===== config.mk =====
export PLATFORM = sky130hd
export DESIGN_NAME = ffc_free_cell
export DESIGN_NICKNAME = d
export VERILOG_FILES = /design/src/hw/rtl/ffc_pkg.sv /design/src/hw/rtl/ffc_free_cell.sv
export SDC_FILE = /design/constraint.sdc
export NUM_CORES = 1
export LEC_CHECK = 0
export BUFFER_PORTS_ARGS = -buffer_cell sky130_fd_sc_hd__buf_2
export CAP_MARGIN = 20
export CORE_AREA = 2 2 122 124
export CTS_CLUSTER_DIAMETER = 100
export DETAILED_ROUTE_END_ITERATION = 10
export DIE_AREA = 0 0 124 126
export SYNTH_ARGS = -nofsm -noshare
export SYNTH_HDL_FRONTEND = slang
export SYNTH_SLANG_ARGS = --single-unit
export TNS_END_PERCENT = 30

===== constraint.sdc =====
create_clock -name i_clk -period 6 [get_ports i_clk]
set_clock_uncertainty 0.1 [all_clocks]
set_input_delay 0.6 -clock i_clk [delete_from_list [all_inputs] [get_ports i_clk]]
set_output_delay 0.6 -clock i_clk [all_outputs]
set_load 0.01 [all_outputs]

===== src/hw/rtl/ffc_pkg.sv =====
// Shared types, constants and arithmetic helpers for the first-fit free and coalesce unit.
// Depends on nothing; every other file of the block imports it.
`default_nettype none
package ffc_pkg;

    localparam int MAX_SEGMENTS = 32;
    localparam int ADDR_WIDTH   = 32;
    localparam int IDX_W        = $clog2(MAX_SEGMENTS);
    localparam int CNT_W        = $clog2(MAX_SEGMENTS + 1);

    typedef logic [ADDR_WIDTH-1:0] t_addr;
    typedef logic [CNT_W-1:0]      t_cnt;
    typedef logic [IDX_W-1:0]      t_idx;

    localparam logic [1:0] ST_OK       = 2'd0;
    localparam logic [1:0] ST_EMPTY    = 2'd1;
    localparam logic [1:0] ST_NOTFOUND = 2'd2;
    localparam logic [1:0] ST_FULL     = 2'd3;

    // Update applied by every free-table cell at once.
    typedef enum logic [2:0] {
        K_NONE,
        K_PREV,
        K_NEXT,
        K_BOTH,
        K_INS
    } t_kind;

    typedef struct packed {
        t_kind kind;
        t_cnt  pos;
        t_addr new_addr;
        t_addr new_size;
    } t_free_cmd;

    // Sum that saturates to all ones when it leaves the address width.
    function automatic t_addr f_sat_add(input t_addr a, input t_addr b);
        logic [ADDR_WIDTH:0] s;
        s = {1'b0, a} + {1'b0, b};
        return s[ADDR_WIDTH] ? '1 : s[ADDR_WIDTH-1:0];
    endfunction

    // A block touches the next one when its end equals that address without carry.
    function automatic logic f_touches(input t_addr a, input t_addr s, input t_addr nxt);
        logic [ADDR_WIDTH:0] e;
        e = {1'b0, a} + {1'b0, s};
        return !e[ADDR_WIDTH] && (e[ADDR_WIDTH-1:0] == nxt);
    endfunction

endpackage
`default_nettype wire


===== src/hw/rtl/ffc_free_cell.sv =====
// One entry of the address-sorted free-segment table; shifts to or from its neighbors.
// Depends on ffc_pkg.
`default_nettype none
module ffc_free_cell (
    input  wire               i_clk,
    input  ffc_pkg::t_cnt     i_idx,
    input  ffc_pkg::t_cnt     i_count,
    input  ffc_pkg::t_addr    i_key,
    input  ffc_pkg::t_free_cmd i_cmd,
    input  ffc_pkg::t_addr    i_left_addr,
    input  ffc_pkg::t_addr    i_left_size,
    input  ffc_pkg::t_addr    i_right_addr,
    input  ffc_pkg::t_addr    i_right_size,
    output ffc_pkg::t_addr    o_addr,
    output ffc_pkg::t_addr    o_size,
    output logic              o_lt
);
    import ffc_pkg::*;

    t_addr r_addr, n_addr;
    t_addr r_size, n_size;
    logic  at_prev, at_pos, above_pos;

    assign at_prev   = (CNT_W'(i_idx + 1'b1) == i_cmd.pos);
    assign at_pos    = (i_idx == i_cmd.pos);
    assign above_pos = (i_idx > i_cmd.pos);

    always_comb begin
        n_addr = r_addr;
        n_size = r_size;
        unique case (i_cmd.kind)
            K_PREV: begin
                if (at_prev) n_size = i_cmd.new_size;
            end
            K_NEXT: begin
                if (at_pos) begin
                    n_addr = i_cmd.new_addr;
                    n_size = i_cmd.new_size;
                end
            end
            K_BOTH: begin
                if (at_prev) begin
                    n_size = i_cmd.new_size;
                end else if (at_pos || above_pos) begin
                    n_addr = i_right_addr;
                    n_size = i_right_size;
                end
            end
            K_INS: begin
                if (at_pos) begin
                    n_addr = i_cmd.new_addr;
                    n_size = i_cmd.new_size;
                end else if (above_pos) begin
                    n_addr = i_left_addr;
                    n_size = i_left_size;
                end
            end
            default: begin
            end
        endcase
    end

    always_ff @(posedge i_clk) begin
        r_addr <= n_addr;
        r_size <= n_size;
    end

    assign o_addr = r_addr;
    assign o_size = r_size;
    assign o_lt   = (i_idx < i_count) && (r_addr < i_key);

endmodule
`default_nettype wire


==> results_dict.tcl <==
set metrics [dict create \
    postPlaceCellArea_um2 6120 \
    routabilityCongestion 0.852 \
    post_cts_buffers 0 \
    portBuffers 310 \
    vias 4397 \
    fillers 1390 \
    finalNonFillerCells 914 \
    cp.arrival_ps 3040 \
    layout_setup_ws_ps 2940 \
    period_share_pct 51.1 \
    track_usage_pct 18.1 \
    die-area_um2 15600 \
    multi_input_area_um2 2200 \
    dpl.hpwl_mm 12.0 \
    hold_violations 0 \
    cts.htree.levels 3 \
    syn_area_per_cell_um2 10.5 \
    drt_wl_total_mm 14.6 \
    drive_gt1_share_pct 47.1 \
    mostFrequentLayoutCells "buf_2, edfxtp_1, nand2_1" \
    die_h_um 126 \
    synth.distinct_cells 44 \
    max_freq_mhz 326 \
    worstMarginPinSlew_ps 1090 \
    synthArstFlopShare_pct 0 \
    grtUsageMet2_pct 33.9 \
    ios 311 \
    clkSlewWorstSetupHoldPaths_ps 60 \
    hold_slack_ps 438 \
    synth-main-ff-cell "edfxtp_1" \
    drt-vias-per-instance 4.81 \
    coreArea_um2 14300 \
    dr.pass1.iters 5 \
    regArea_um2 1920 \
    place_ws_ps 2560 \
    slew_headroom_pct 27.5 \
    fin_total_pwr_mw 1.38 \
    final_common_cell "buf_2" \
    cts_tree "built" \
    chipWidth_um 124 \
    grt.busiest_layer "met2" \
    area_growth_pct 47.4 \
    vdd_drop_max_mv 0.109 \
    grt_pass1_wl_mm 21.3 \
    grt_use_met1_pct 18.3 \
    drc 0 \
    cts_num_sinks 64 \
    cts_buffers 9 \
    fin_util_pct 45.0 \
    synth_seq_cells 64 \
    cp_max_fo 50 \
    max_cap_violations 0 \
    finalNetCount 1013 \
    ant_nets 0 \
    start_util_pct 30.6 \
    grt_overflow 0 \
    syn-num-nets 707 \
    end_kind "register" \
    finalSetupTns_ps 0 \
    p_leak_nw 3.18 \
    grt_util_met3_pct 4.26 \
    synthTopCellsByArea "edfxtp_1, ha_1, a221o_1" \
    synth_top_area_share_pct 43.9 \
    cts.path.max_buffers 2 \
    finalInstanceArea_um2 6450 \
    netlist_instances 418 \
    netlist_area_um2 4370 \
    clockRootBuffer "clkbuf_16" \
    setup_viol 0 \
    wl_per_cell_um 16.0 \
    critPathKind "primary input to register" \
    slew_violations 0 \
    min_path_type "primary input to register" \
    rsz0062_at_grt "false" \
    required_ps 5970 \
    antenna_found_initial 1 \
    start_kind "primary input" \
    synth_edf_count 64 \
    grt_pass1_vias 4509 \
    hold_buffers 0 \
    grt_max_degree 51 \
    dp.cells 896 \
    worstPathCellList "buf_2 -> inv_1 -> ha_1 -> nand4_1 -> o21a_2 -> buf_4 -> nor2_2 -> a21o_4 -> a221o_2" \
    synth_largest_area_cell "edfxtp_1" \
    status "finished clean" \
    slowest_stage "buf_4" \
    period_minus_slack_ps 3060 \
    p_per_area_nw_per_um2 214 \
    num_rows 44 \
    seq_area_frac_synth_pct 43.9 \
    cp_slowest_stage_delay_ps 490 \
    dr.first_iter.drc_count 140 \
    post_cts_resize_count 0 \
    ys_warn_count 0 \
]
[cell usage after synthesis, types with 3 or more instances]
| cell | number |
|---|---|
| edfxtp_1 | 64 |
| nand2_1 | 58 |
| inv_1 | 45 |
| ha_1 | 43 |
| and2_1 | 32 |
| a221o_1 | 30 |
| a22oi_1 | 23 |
| a21oi_1 | 13 |
| o21ai_0 | 13 |
| mux2i_1 | 9 |
| a21o_1 | 8 |
| clkbuf_1 | 8 |
| nand4_1 | 7 |
| buf_6 | 6 |
| nand3_1 | 6 |
| buf_2 | 5 |
| nand2b_1 | 5 |
| xnor2_1 | 5 |
| nor2_1 | 4 |
| a2111oi_0 | 3 |
| a211oi_1 | 3 |
[power breakdown]
group / internal (mW) / switching, mW / total [mW] / leakage [nW]
logic: 0.156 / 0.160 / 0.316 / 2.46
clock network: 0.321 / 0.193 / 0.514 / 0.141
registers: 0.539 / 0.0138 / 0.553 / 0.575
total: 1.02 / 0.366 / 1.38 / 3.18
[final cells by class]
type / count / area share, %
sequential: 64 / 29.8
multi-input combinational: 290 / 34.2
tap: 184 / 3.57
inverter: 45 / 2.62
clock buffer: 9 / 3.49
clock inverter: 7 / 1.13
timing repair buffer: 314 / 25.2
antenna: 1 / 0.0388
[registers in the layout (all words and copies together) (netlist names)]
name	cells
o_addr	32
o_size	32
[routing by layer]
layer	vias to the layer above	part of all wire, %
met5	-	0
met4	0	3.3
met3	29	8.1
met2	212	52
met1	1979	36
li1	2177	-
[cells by family (layout without fill, tap and decap cells)]
logic type | count (synthesis) | in the layout | share of synthesized area [%]
xor+xnor | 7 | 7 | 1.40
buf+inv | 64 | 375 | 6.66
simple gates | 124 | 124 | 14.3
fa+ha+maj | 43 | 43 | 12.3
mux | 9 | 9 | 2.06
other cells | 0 | 1 | 0
compound gates | 107 | 107 | 19.3
flops | 64 | 64 | 43.9
[critical path, delay by kind of cell]
kind / cells / cell delay (ps)
AO/OA/AOI/OAI: 3 / 1180
buffers and inverters: 3 / 660
adder cells (fa/ha/maj): 1 / 310
AND/OR/NAND/NOR: 2 / 240
[worst paths after layout]
check / start / cells past startpoint / endpoint
min: i_cmd[36] / 3 / o_addr[4]
max: i_idx[0] / 9 / o_size[0]
Note: power is estimated with default switching activity, not from simulation.
