### src/hw/rtl/ffc_pkg.sv
// Shared types, constants and arithmetic helpers for the first-fit free and coalesce unit.
// Depends on nothing; every other file of the block imports it.
`default_nettype none
package ffc_pkg;

    localparam int MAX_SEGMENTS = 32;
    localparam int ADDR_WIDTH   = 32;
    localparam int IDX_W        = $clog2(MAX_SEGMENTS);
    localparam int CNT_W        = $clog2(MAX_SEGMENTS + 1);

    typedef logic [ADDR_WIDTH-1:0] t_addr;
    typedef logic [CNT_W-1:0]      t_cnt;
    typedef logic [IDX_W-1:0]      t_idx;

    localparam logic [1:0] ST_OK       = 2'd0;
    localparam logic [1:0] ST_EMPTY    = 2'd1;
    localparam logic [1:0] ST_NOTFOUND = 2'd2;
    localparam logic [1:0] ST_FULL     = 2'd3;

    // Update applied by every free-table cell at once.
    typedef enum logic [2:0] {
        K_NONE,
        K_PREV,
        K_NEXT,
        K_BOTH,
        K_INS
    } t_kind;

    typedef struct packed {
        t_kind kind;
        t_cnt  pos;
        t_addr new_addr;
        t_addr new_size;
    } t_free_cmd;

    // Sum that saturates to all ones when it leaves the address width.
    function automatic t_addr f_sat_add(input t_addr a, input t_addr b);
        logic [ADDR_WIDTH:0] s;
        s = {1'b0, a} + {1'b0, b};
        return s[ADDR_WIDTH] ? '1 : s[ADDR_WIDTH-1:0];
    endfunction

    // A block touches the next one when its end equals that address without carry.
    function automatic logic f_touches(input t_addr a, input t_addr s, input t_addr nxt);
        logic [ADDR_WIDTH:0] e;
        e = {1'b0, a} + {1'b0, s};
        return !e[ADDR_WIDTH] && (e[ADDR_WIDTH-1:0] == nxt);
    endfunction

endpackage
`default_nettype wire

### src/hw/rtl/ffc_occ_cell.sv
// One entry of the occupied-block table: valid flag, address and size.
// Depends on ffc_pkg.
`default_nettype none
module ffc_occ_cell (
    input  wire            i_clk,
    input  wire            i_rst_n,
    input  ffc_pkg::t_addr i_key,
    input  wire            i_wr,
    input  wire            i_clr,
    input  ffc_pkg::t_addr i_addr,
    input  ffc_pkg::t_addr i_size,
    output logic           o_valid,
    output logic           o_match,
    output ffc_pkg::t_addr o_size
);
    import ffc_pkg::*;

    logic  r_valid;
    t_addr r_addr;
    t_addr r_size;

    always_ff @(posedge i_clk) begin
        if (!i_rst_n) begin
            r_valid <= 1'b0;
        end else if (i_wr) begin
            r_valid <= 1'b1;
        end else if (i_clr) begin
            r_valid <= 1'b0;
        end
    end

    always_ff @(posedge i_clk) begin
        if (i_wr) begin
            r_addr <= i_addr;
            r_size <= i_size;
        end
    end

    assign o_valid = r_valid;
    assign o_match = r_valid && (r_addr == i_key);
    assign o_size  = r_size;

endmodule
`default_nettype wire

### config.mk
export PLATFORM = sky130hd
export DESIGN_NAME = ffc_occ_cell
export DESIGN_NICKNAME = d
export VERILOG_FILES = /design/src/hw/rtl/ffc_pkg.sv /design/src/hw/rtl/ffc_occ_cell.sv
export SDC_FILE = /design/constraint.sdc
export NUM_CORES = 1
export LEC_CHECK = 0
export BUFFER_PORTS_ARGS = -buffer_cell sky130_fd_sc_hd__buf_4
export CAP_MARGIN = 0
export CORE_MARGIN = 2
export CORE_UTILIZATION = 46
export DETAILED_ROUTE_END_ITERATION = 10
export PLACE_DENSITY_LB_ADDON = 0.25
export SYNTH_ARGS = -nofsm -noshare
export SYNTH_HDL_FRONTEND = slang
export SYNTH_SLANG_ARGS = --single-unit
### constraint.sdc
create_clock -name i_clk -period 2.61 [get_ports i_clk]
set_clock_uncertainty 0.15 [all_clocks]
set_input_delay 0.522 -clock i_clk [delete_from_list [all_inputs] [get_ports i_clk]]
set_output_delay 0.522 -clock i_clk [all_outputs]
set_load 0.1 [all_outputs]
==> run summary, run 1 <==
First-pass GRT wire length: 6650 um
DRT Pass-1 Iters: 4
Worst R2R Start: o_valid
Starting density of the core: 48.3%
Area of the multi-input gates: 388 sq um
CP Capture Type: output pin
Reg-to-Reg End: o_valid
CP Class: reg -> out
Initial antenna violation count: 0
CTS Buf Count: 9
Slowest-stage cell, CP: edfxtp_1
Clock transition at path regs: 70 ps
Final hold vios: 0
Top-area cell type share of the netlist area: 83.2%
Area Growth Syn to Fin: 54.8%
Sequential power share: 51.2%
Power per cell area: 691 nW/um^2
GRT Util Overall: 17.2%
Worst-path maximum fanout: 1
End of the worst hold path: r_addr[13]
Hold Crit Class: in -> reg
Reg2reg path depth: 2
Vias in the first global route: 1543
Commonest non-fill, non-tap cell in the layout: buf_4
Die Wd: 74.9 um
Setup Slack @ Placement: 50.3 ps
Core Box Area: 4790 sq um
Synth unique cells: 11
WP data arrival: 1840 ps
WL final: 4670 um
Share of cells above drive strength 1: 57.7%
Syn. warnings: 0
Clk pwr share: 26.6%
Fraction of power spent switching nets: 29.8%
Root Buffer: clkbuf_8
Worst path cell trace: xor2_1, nor4_2, buf_4, nand4_1, nor3_4, buf_8
Die ar.: 5610 sq um
CTS tree: yes
Skew-Pair Late Insertion Delay: 320 ps
Required time of the critical path: 1940 ps
Final critical-path required period: 2510 ps
Ports: 134
Pwr Total: 2470 uW
Leakage: 0.00152 uW
Period utilization: 96.2%
CP peak stage delay: 380 ps
Gr ovfl total: 0
Hpwl dp: 3580 um
# diodes: 0
Logic pwr share: 22.2%
FILL cells: 337
Startpoint types: flop
Final setup viols: 0
Max_cap viols: 0
Num rows: 25
Wire per inst: 14.3 um
Die height: 74.9 um
Status: finished clean
Mean Syn Cell Area: 20.8 sq um
WHS Path Cells: 1
Sequential Area: 1940 sq um
Measured slew at the worst slew-check pin: 768 ps
Number of synthesized register bits: 65
Nets: 356
Int Power: 1740 uW
Vias/cell: 4.50
RSZ-0062 raised after global routing: no
Via count: 1471
R2r setup slk: 1750 ps
Final RePlAce weighted congestion: 0.717
Slew Viols, Final: 0
Post-detailed-route count of antenna-violating nets: 0
Largest net degree at the start of global routing: 66
Setup WS post-layout: 98.4 ps
Sum Neg Setup Slack: 0 ps
Seq/Total Area, Yosys: 84.0%
Clk buf depth: 2
Max-slew headroom: 48.8%
Cell area after synthesis: 2310 sq um
Maximum operating frequency: 0.398 GHz
Area contributors post-synth: edfxtp_1 83%, xor2_1 12%, nor4_1 1.9%
CP Launch Point: r_addr[30]
Worst hold start: i_addr[13]
Post-CTS Hold Buffers: 0
Gate Count Post-Synth: 111
Sink Count: 65
Commonest cells after routing, fill and taps aside: 133 x buf_4, 64 x edfxtp_1, 31 x xor2_1
NetSw: 738 uW
# port buffers: 133
Drt initial violations: 32
CTS H-tree depth: 3
Largest area contributor in the netlist: edfxtp_1
Drc violations: 0
VDD IR max: 0.660 mV
Syn_nets: 211
## stage by stage
step | instance area [sq um] | hold slack [ps] | instances | utilization (%)
floorplan | 2320 | 471 | 111 | -
finish | 3580 | 221 | 327 | 74.8
global route | 3580 | 204 | 327 | 74.8
detailed placement | 3410 | 437 | 312 | 71.2
global placement | 3410 | 425 | 312 | 71.2
CTS | 3560 | 206 | 327 | 74.4
## worst max path at each step
stage | endpoint | slack, ps
final | o_match | 100
after global routing | o_match | 0.3
after CTS | o_match | 9
after detailed placement | o_match | 50
after global placement | o_match | 40
after floorplan | o_match | 20
## metal layers
metal	vias up	GRT usage (%)	wire, um
met5	-	0	0
met4	0	10.1	102
met3	7	10.0	625
met2	78	30.8	2600
met1	675	14.4	1340
li1	711	-	-
## critical path: cells and delay by family, from the launching register on
family	cells	cell delay, ps
AND/OR/NAND/NOR	3	610
XOR/XNOR	1	160
flip-flops	1	380
buffers and inverters	2	360
## area by class of cell
cell class / instances / share of cell area (%)
Timing Repair Buffer: 134 / 28.3
Multi-Input combinational cell: 46 / 10.8
Clock inverter: 6 / 0.734
Tap cell: 67 / 2.34
Sequential cell: 65 / 54.3
Clock buffer: 9 / 3.46
## flip-flops by register name, indices dropped and copies added (netlist names)
name     cells
r_addr      32
o_size      32
o_valid      1
## kinds of logic (layout without fill, tap and decap cells)
logic type / after synthesis / in the layout / share of synthesized area (%)
compound gates: 1 / 1 / 0.325
flops: 65 / 65 / 84.0
buf+inv: 0 / 149 / 0
simple gates: 13 / 13 / 3.52
xor+xnor: 32 / 32 / 12.1
## synth_stat cells
cell type / n
xor2_1: 31
nor3_2: 1
nor2b_1: 1
edfxtp_1: 64
dfxtp_1: 1
nor3_1: 1
o21a_1: 1
nand4_1: 1
nand3_1: 2
nor4_1: 7
xnor2_1: 1
## repair_timing
item | in CTS | in global routing
pin swaps | 0 | 1
resized for setup | 1 | 3
setup buffers | 0 | 0
endpoints found under the hold margin | 0 | 0
endpoints found under the setup margin | 1 | 1
## power by group through the flow
stage               Sequential, uW  Clock [uW]  Combinational [uW]
floorplan                     1590           0                44.2
global placement              1290           0                 543
detailed placement            1290           0                 549
CTS                           1270         681                 550
global route                  1270         722                 573
finish                        1270         658                 549
Power figures use the tool's default switching activity.
==> inputs of run 2 (changes only) <==
- CORE_UTILIZATION: 46 -> 43
- MAX_ROUTING_LAYER: not set -> met4
- clock period: 2.61 -> 2.6 ns (I/O delays scaled with it)
==> run 2 against run 1 <==
Compared with the run above: global-route usage is 0.62 points higher; core utilization is 5.0 points lower; first-iteration DRC count is 120% higher; flip-flop and latch count stayed put; register-to-register slack worse by 30 ps; die area is 6.6% higher; wire length is 4.3% higher; total power is 0.84% higher; sequential power hardly changed; clock power is 1% higher; critical path type unchanged; highest routed layer unchanged; count of clock-buffer cells in the layout stayed put.
==> run summary, run 2 (synthesis results as in run 1) <==
Status: finished clean
CP Capture Type: output pin
Worst R2R Start: o_valid
Maximum operating frequency: 0.406 GHz
First-pass GRT wire length: 7530 um
CP peak stage delay: 390 ps
Startpoint types: flop
CP Class: reg -> out
Measured slew at the worst slew-check pin: 798 ps
Clk buf depth: 2
Clock transition at path regs: 70 ps
RSZ-0062 raised after global routing: no
Die Wd: 77.3 um
CP Launch Point: r_addr[25]
CTS tree: yes
Worst-path maximum fanout: 1
Via count: 1474
WP data arrival: 1800 ps
Ports: 134
Vias in the first global route: 1680
Core Box Area: 5140 sq um
Commonest cells after routing, fill and taps aside: 132 x buf_4, 64 x edfxtp_1, 31 x xor2_1
Power per cell area: 696 nW/um^2
Final hold vios: 0
Die height: 77.3 um
Leakage: 0.00152 uW
Hold Crit Class: in -> reg
Nets: 355
Slew Viols, Final: 0
Setup WS post-layout: 135 ps
Gr ovfl total: 0
WL final: 4870 um
Die ar.: 5980 sq um
GRT Util Overall: 17.8%
Buf/Inv on CP: 1
Wire per inst: 14.8 um
Share of cells above drive strength 1: 57.9%
Root Buffer: clkbuf_8
Worst hold start: i_addr[11]
Post-CTS Hold Buffers: 0
Skew-Pair Late Insertion Delay: 320 ps
# diodes: 0
Largest net degree at the start of global routing: 66
Required time of the critical path: 1930 ps
Vias/cell: 4.48
# port buffers: 133
Sum Neg Setup Slack: 0 ps
Period utilization: 94.8%
Fin util: 69.8%
DRT Pass-1 Iters: 4
CTS H-tree depth: 3
Area Growth Syn to Fin: 55.2%
Post-detailed-route count of antenna-violating nets: 0
Cell family with most CP delay: simple AND/OR/NAND/NOR gates
Setup Slack @ Placement: 26.8 ps
Starting density of the core: 45.0%
VDD IR max: 0.557 mV
Slowest-stage cell, CP: edfxtp_1
Commonest non-fill, non-tap cell in the layout: buf_4
Initial antenna violation count: 0
Max_cap viols: 0
Final setup viols: 0
Final RePlAce weighted congestion: 0.741
CTS Buf Count: 9
Final critical-path required period: 2470 ps
Max-slew headroom: 46.8%
Drc violations: 0
Drt initial violations: 71
Worst path cell trace: xor2_1, nor4_2, nand4_1, nor3_4, buf_12
Num rows: 26
Sink Count: 65
Hpwl dp: 3610 um
[run 2: cell count changes in the layout (fill, tap and decap cells not counted), sizes merged]
cell,delta
buf,-1
[run 2: worst paths after layout]
path                endpoint  slack, ps  depth (start not counted)
hold / removal    r_addr[11]        220                          1
setup / recovery     o_match        130                          5
hold reg to reg      o_valid        500                          2
setup reg to reg     o_valid       1720                          2
[run 2: metal layers]
metal  global-route usage (%)  part of all wire, %  vias up
li1                         -                    -      710
met1                     16.6                   33      675
met2                     30.9                   55       80
met3                     7.76                   10        9
met4                     9.29                  1.7        0
met5                        -                    0        -
[run 2: worst reg2reg max path, stage by stage (launching register included)]
cell and delay, ps:
dfxtp_2 320, nor2b_1 130, o21a_1 170
[run 2: through the flow]
step	instance area, sq um	hold slack, ps	std cells	total power (uW)
finish	3590	221	329	2490
global route	3590	187	329	2600
CTS	3570	202	329	2520
detailed placement	3400	449	314	1850
global placement	3400	430	314	1840
floorplan	2320	469	111	1640
[run 2: repair_timing]
| item | CTS | global route |
|---|---|---|
| setup endpoints to repair | 1 | 1 |
| pin swaps | 0 | 4 |
| gates cloned | 0 | 0 |
| buffers inserted | 0 | 0 |
| resized for setup | 3 | 3 |
[run 2: where the power goes]
part	internal (uW)	switching, uW
registers	1240	28.8
clock network	325	341
logic	173	383
[run 2: cell type report]
type                            instances  area (sq um)
Sequential cell                        65          1940
Fill cell                             377          1550
Timing Repair Buffer                  133          1010
Multi-Input combinational cell         46           394
Clock buffer                            9           124
Tap cell                               70          87.6
Clock inverter                          6          26.3
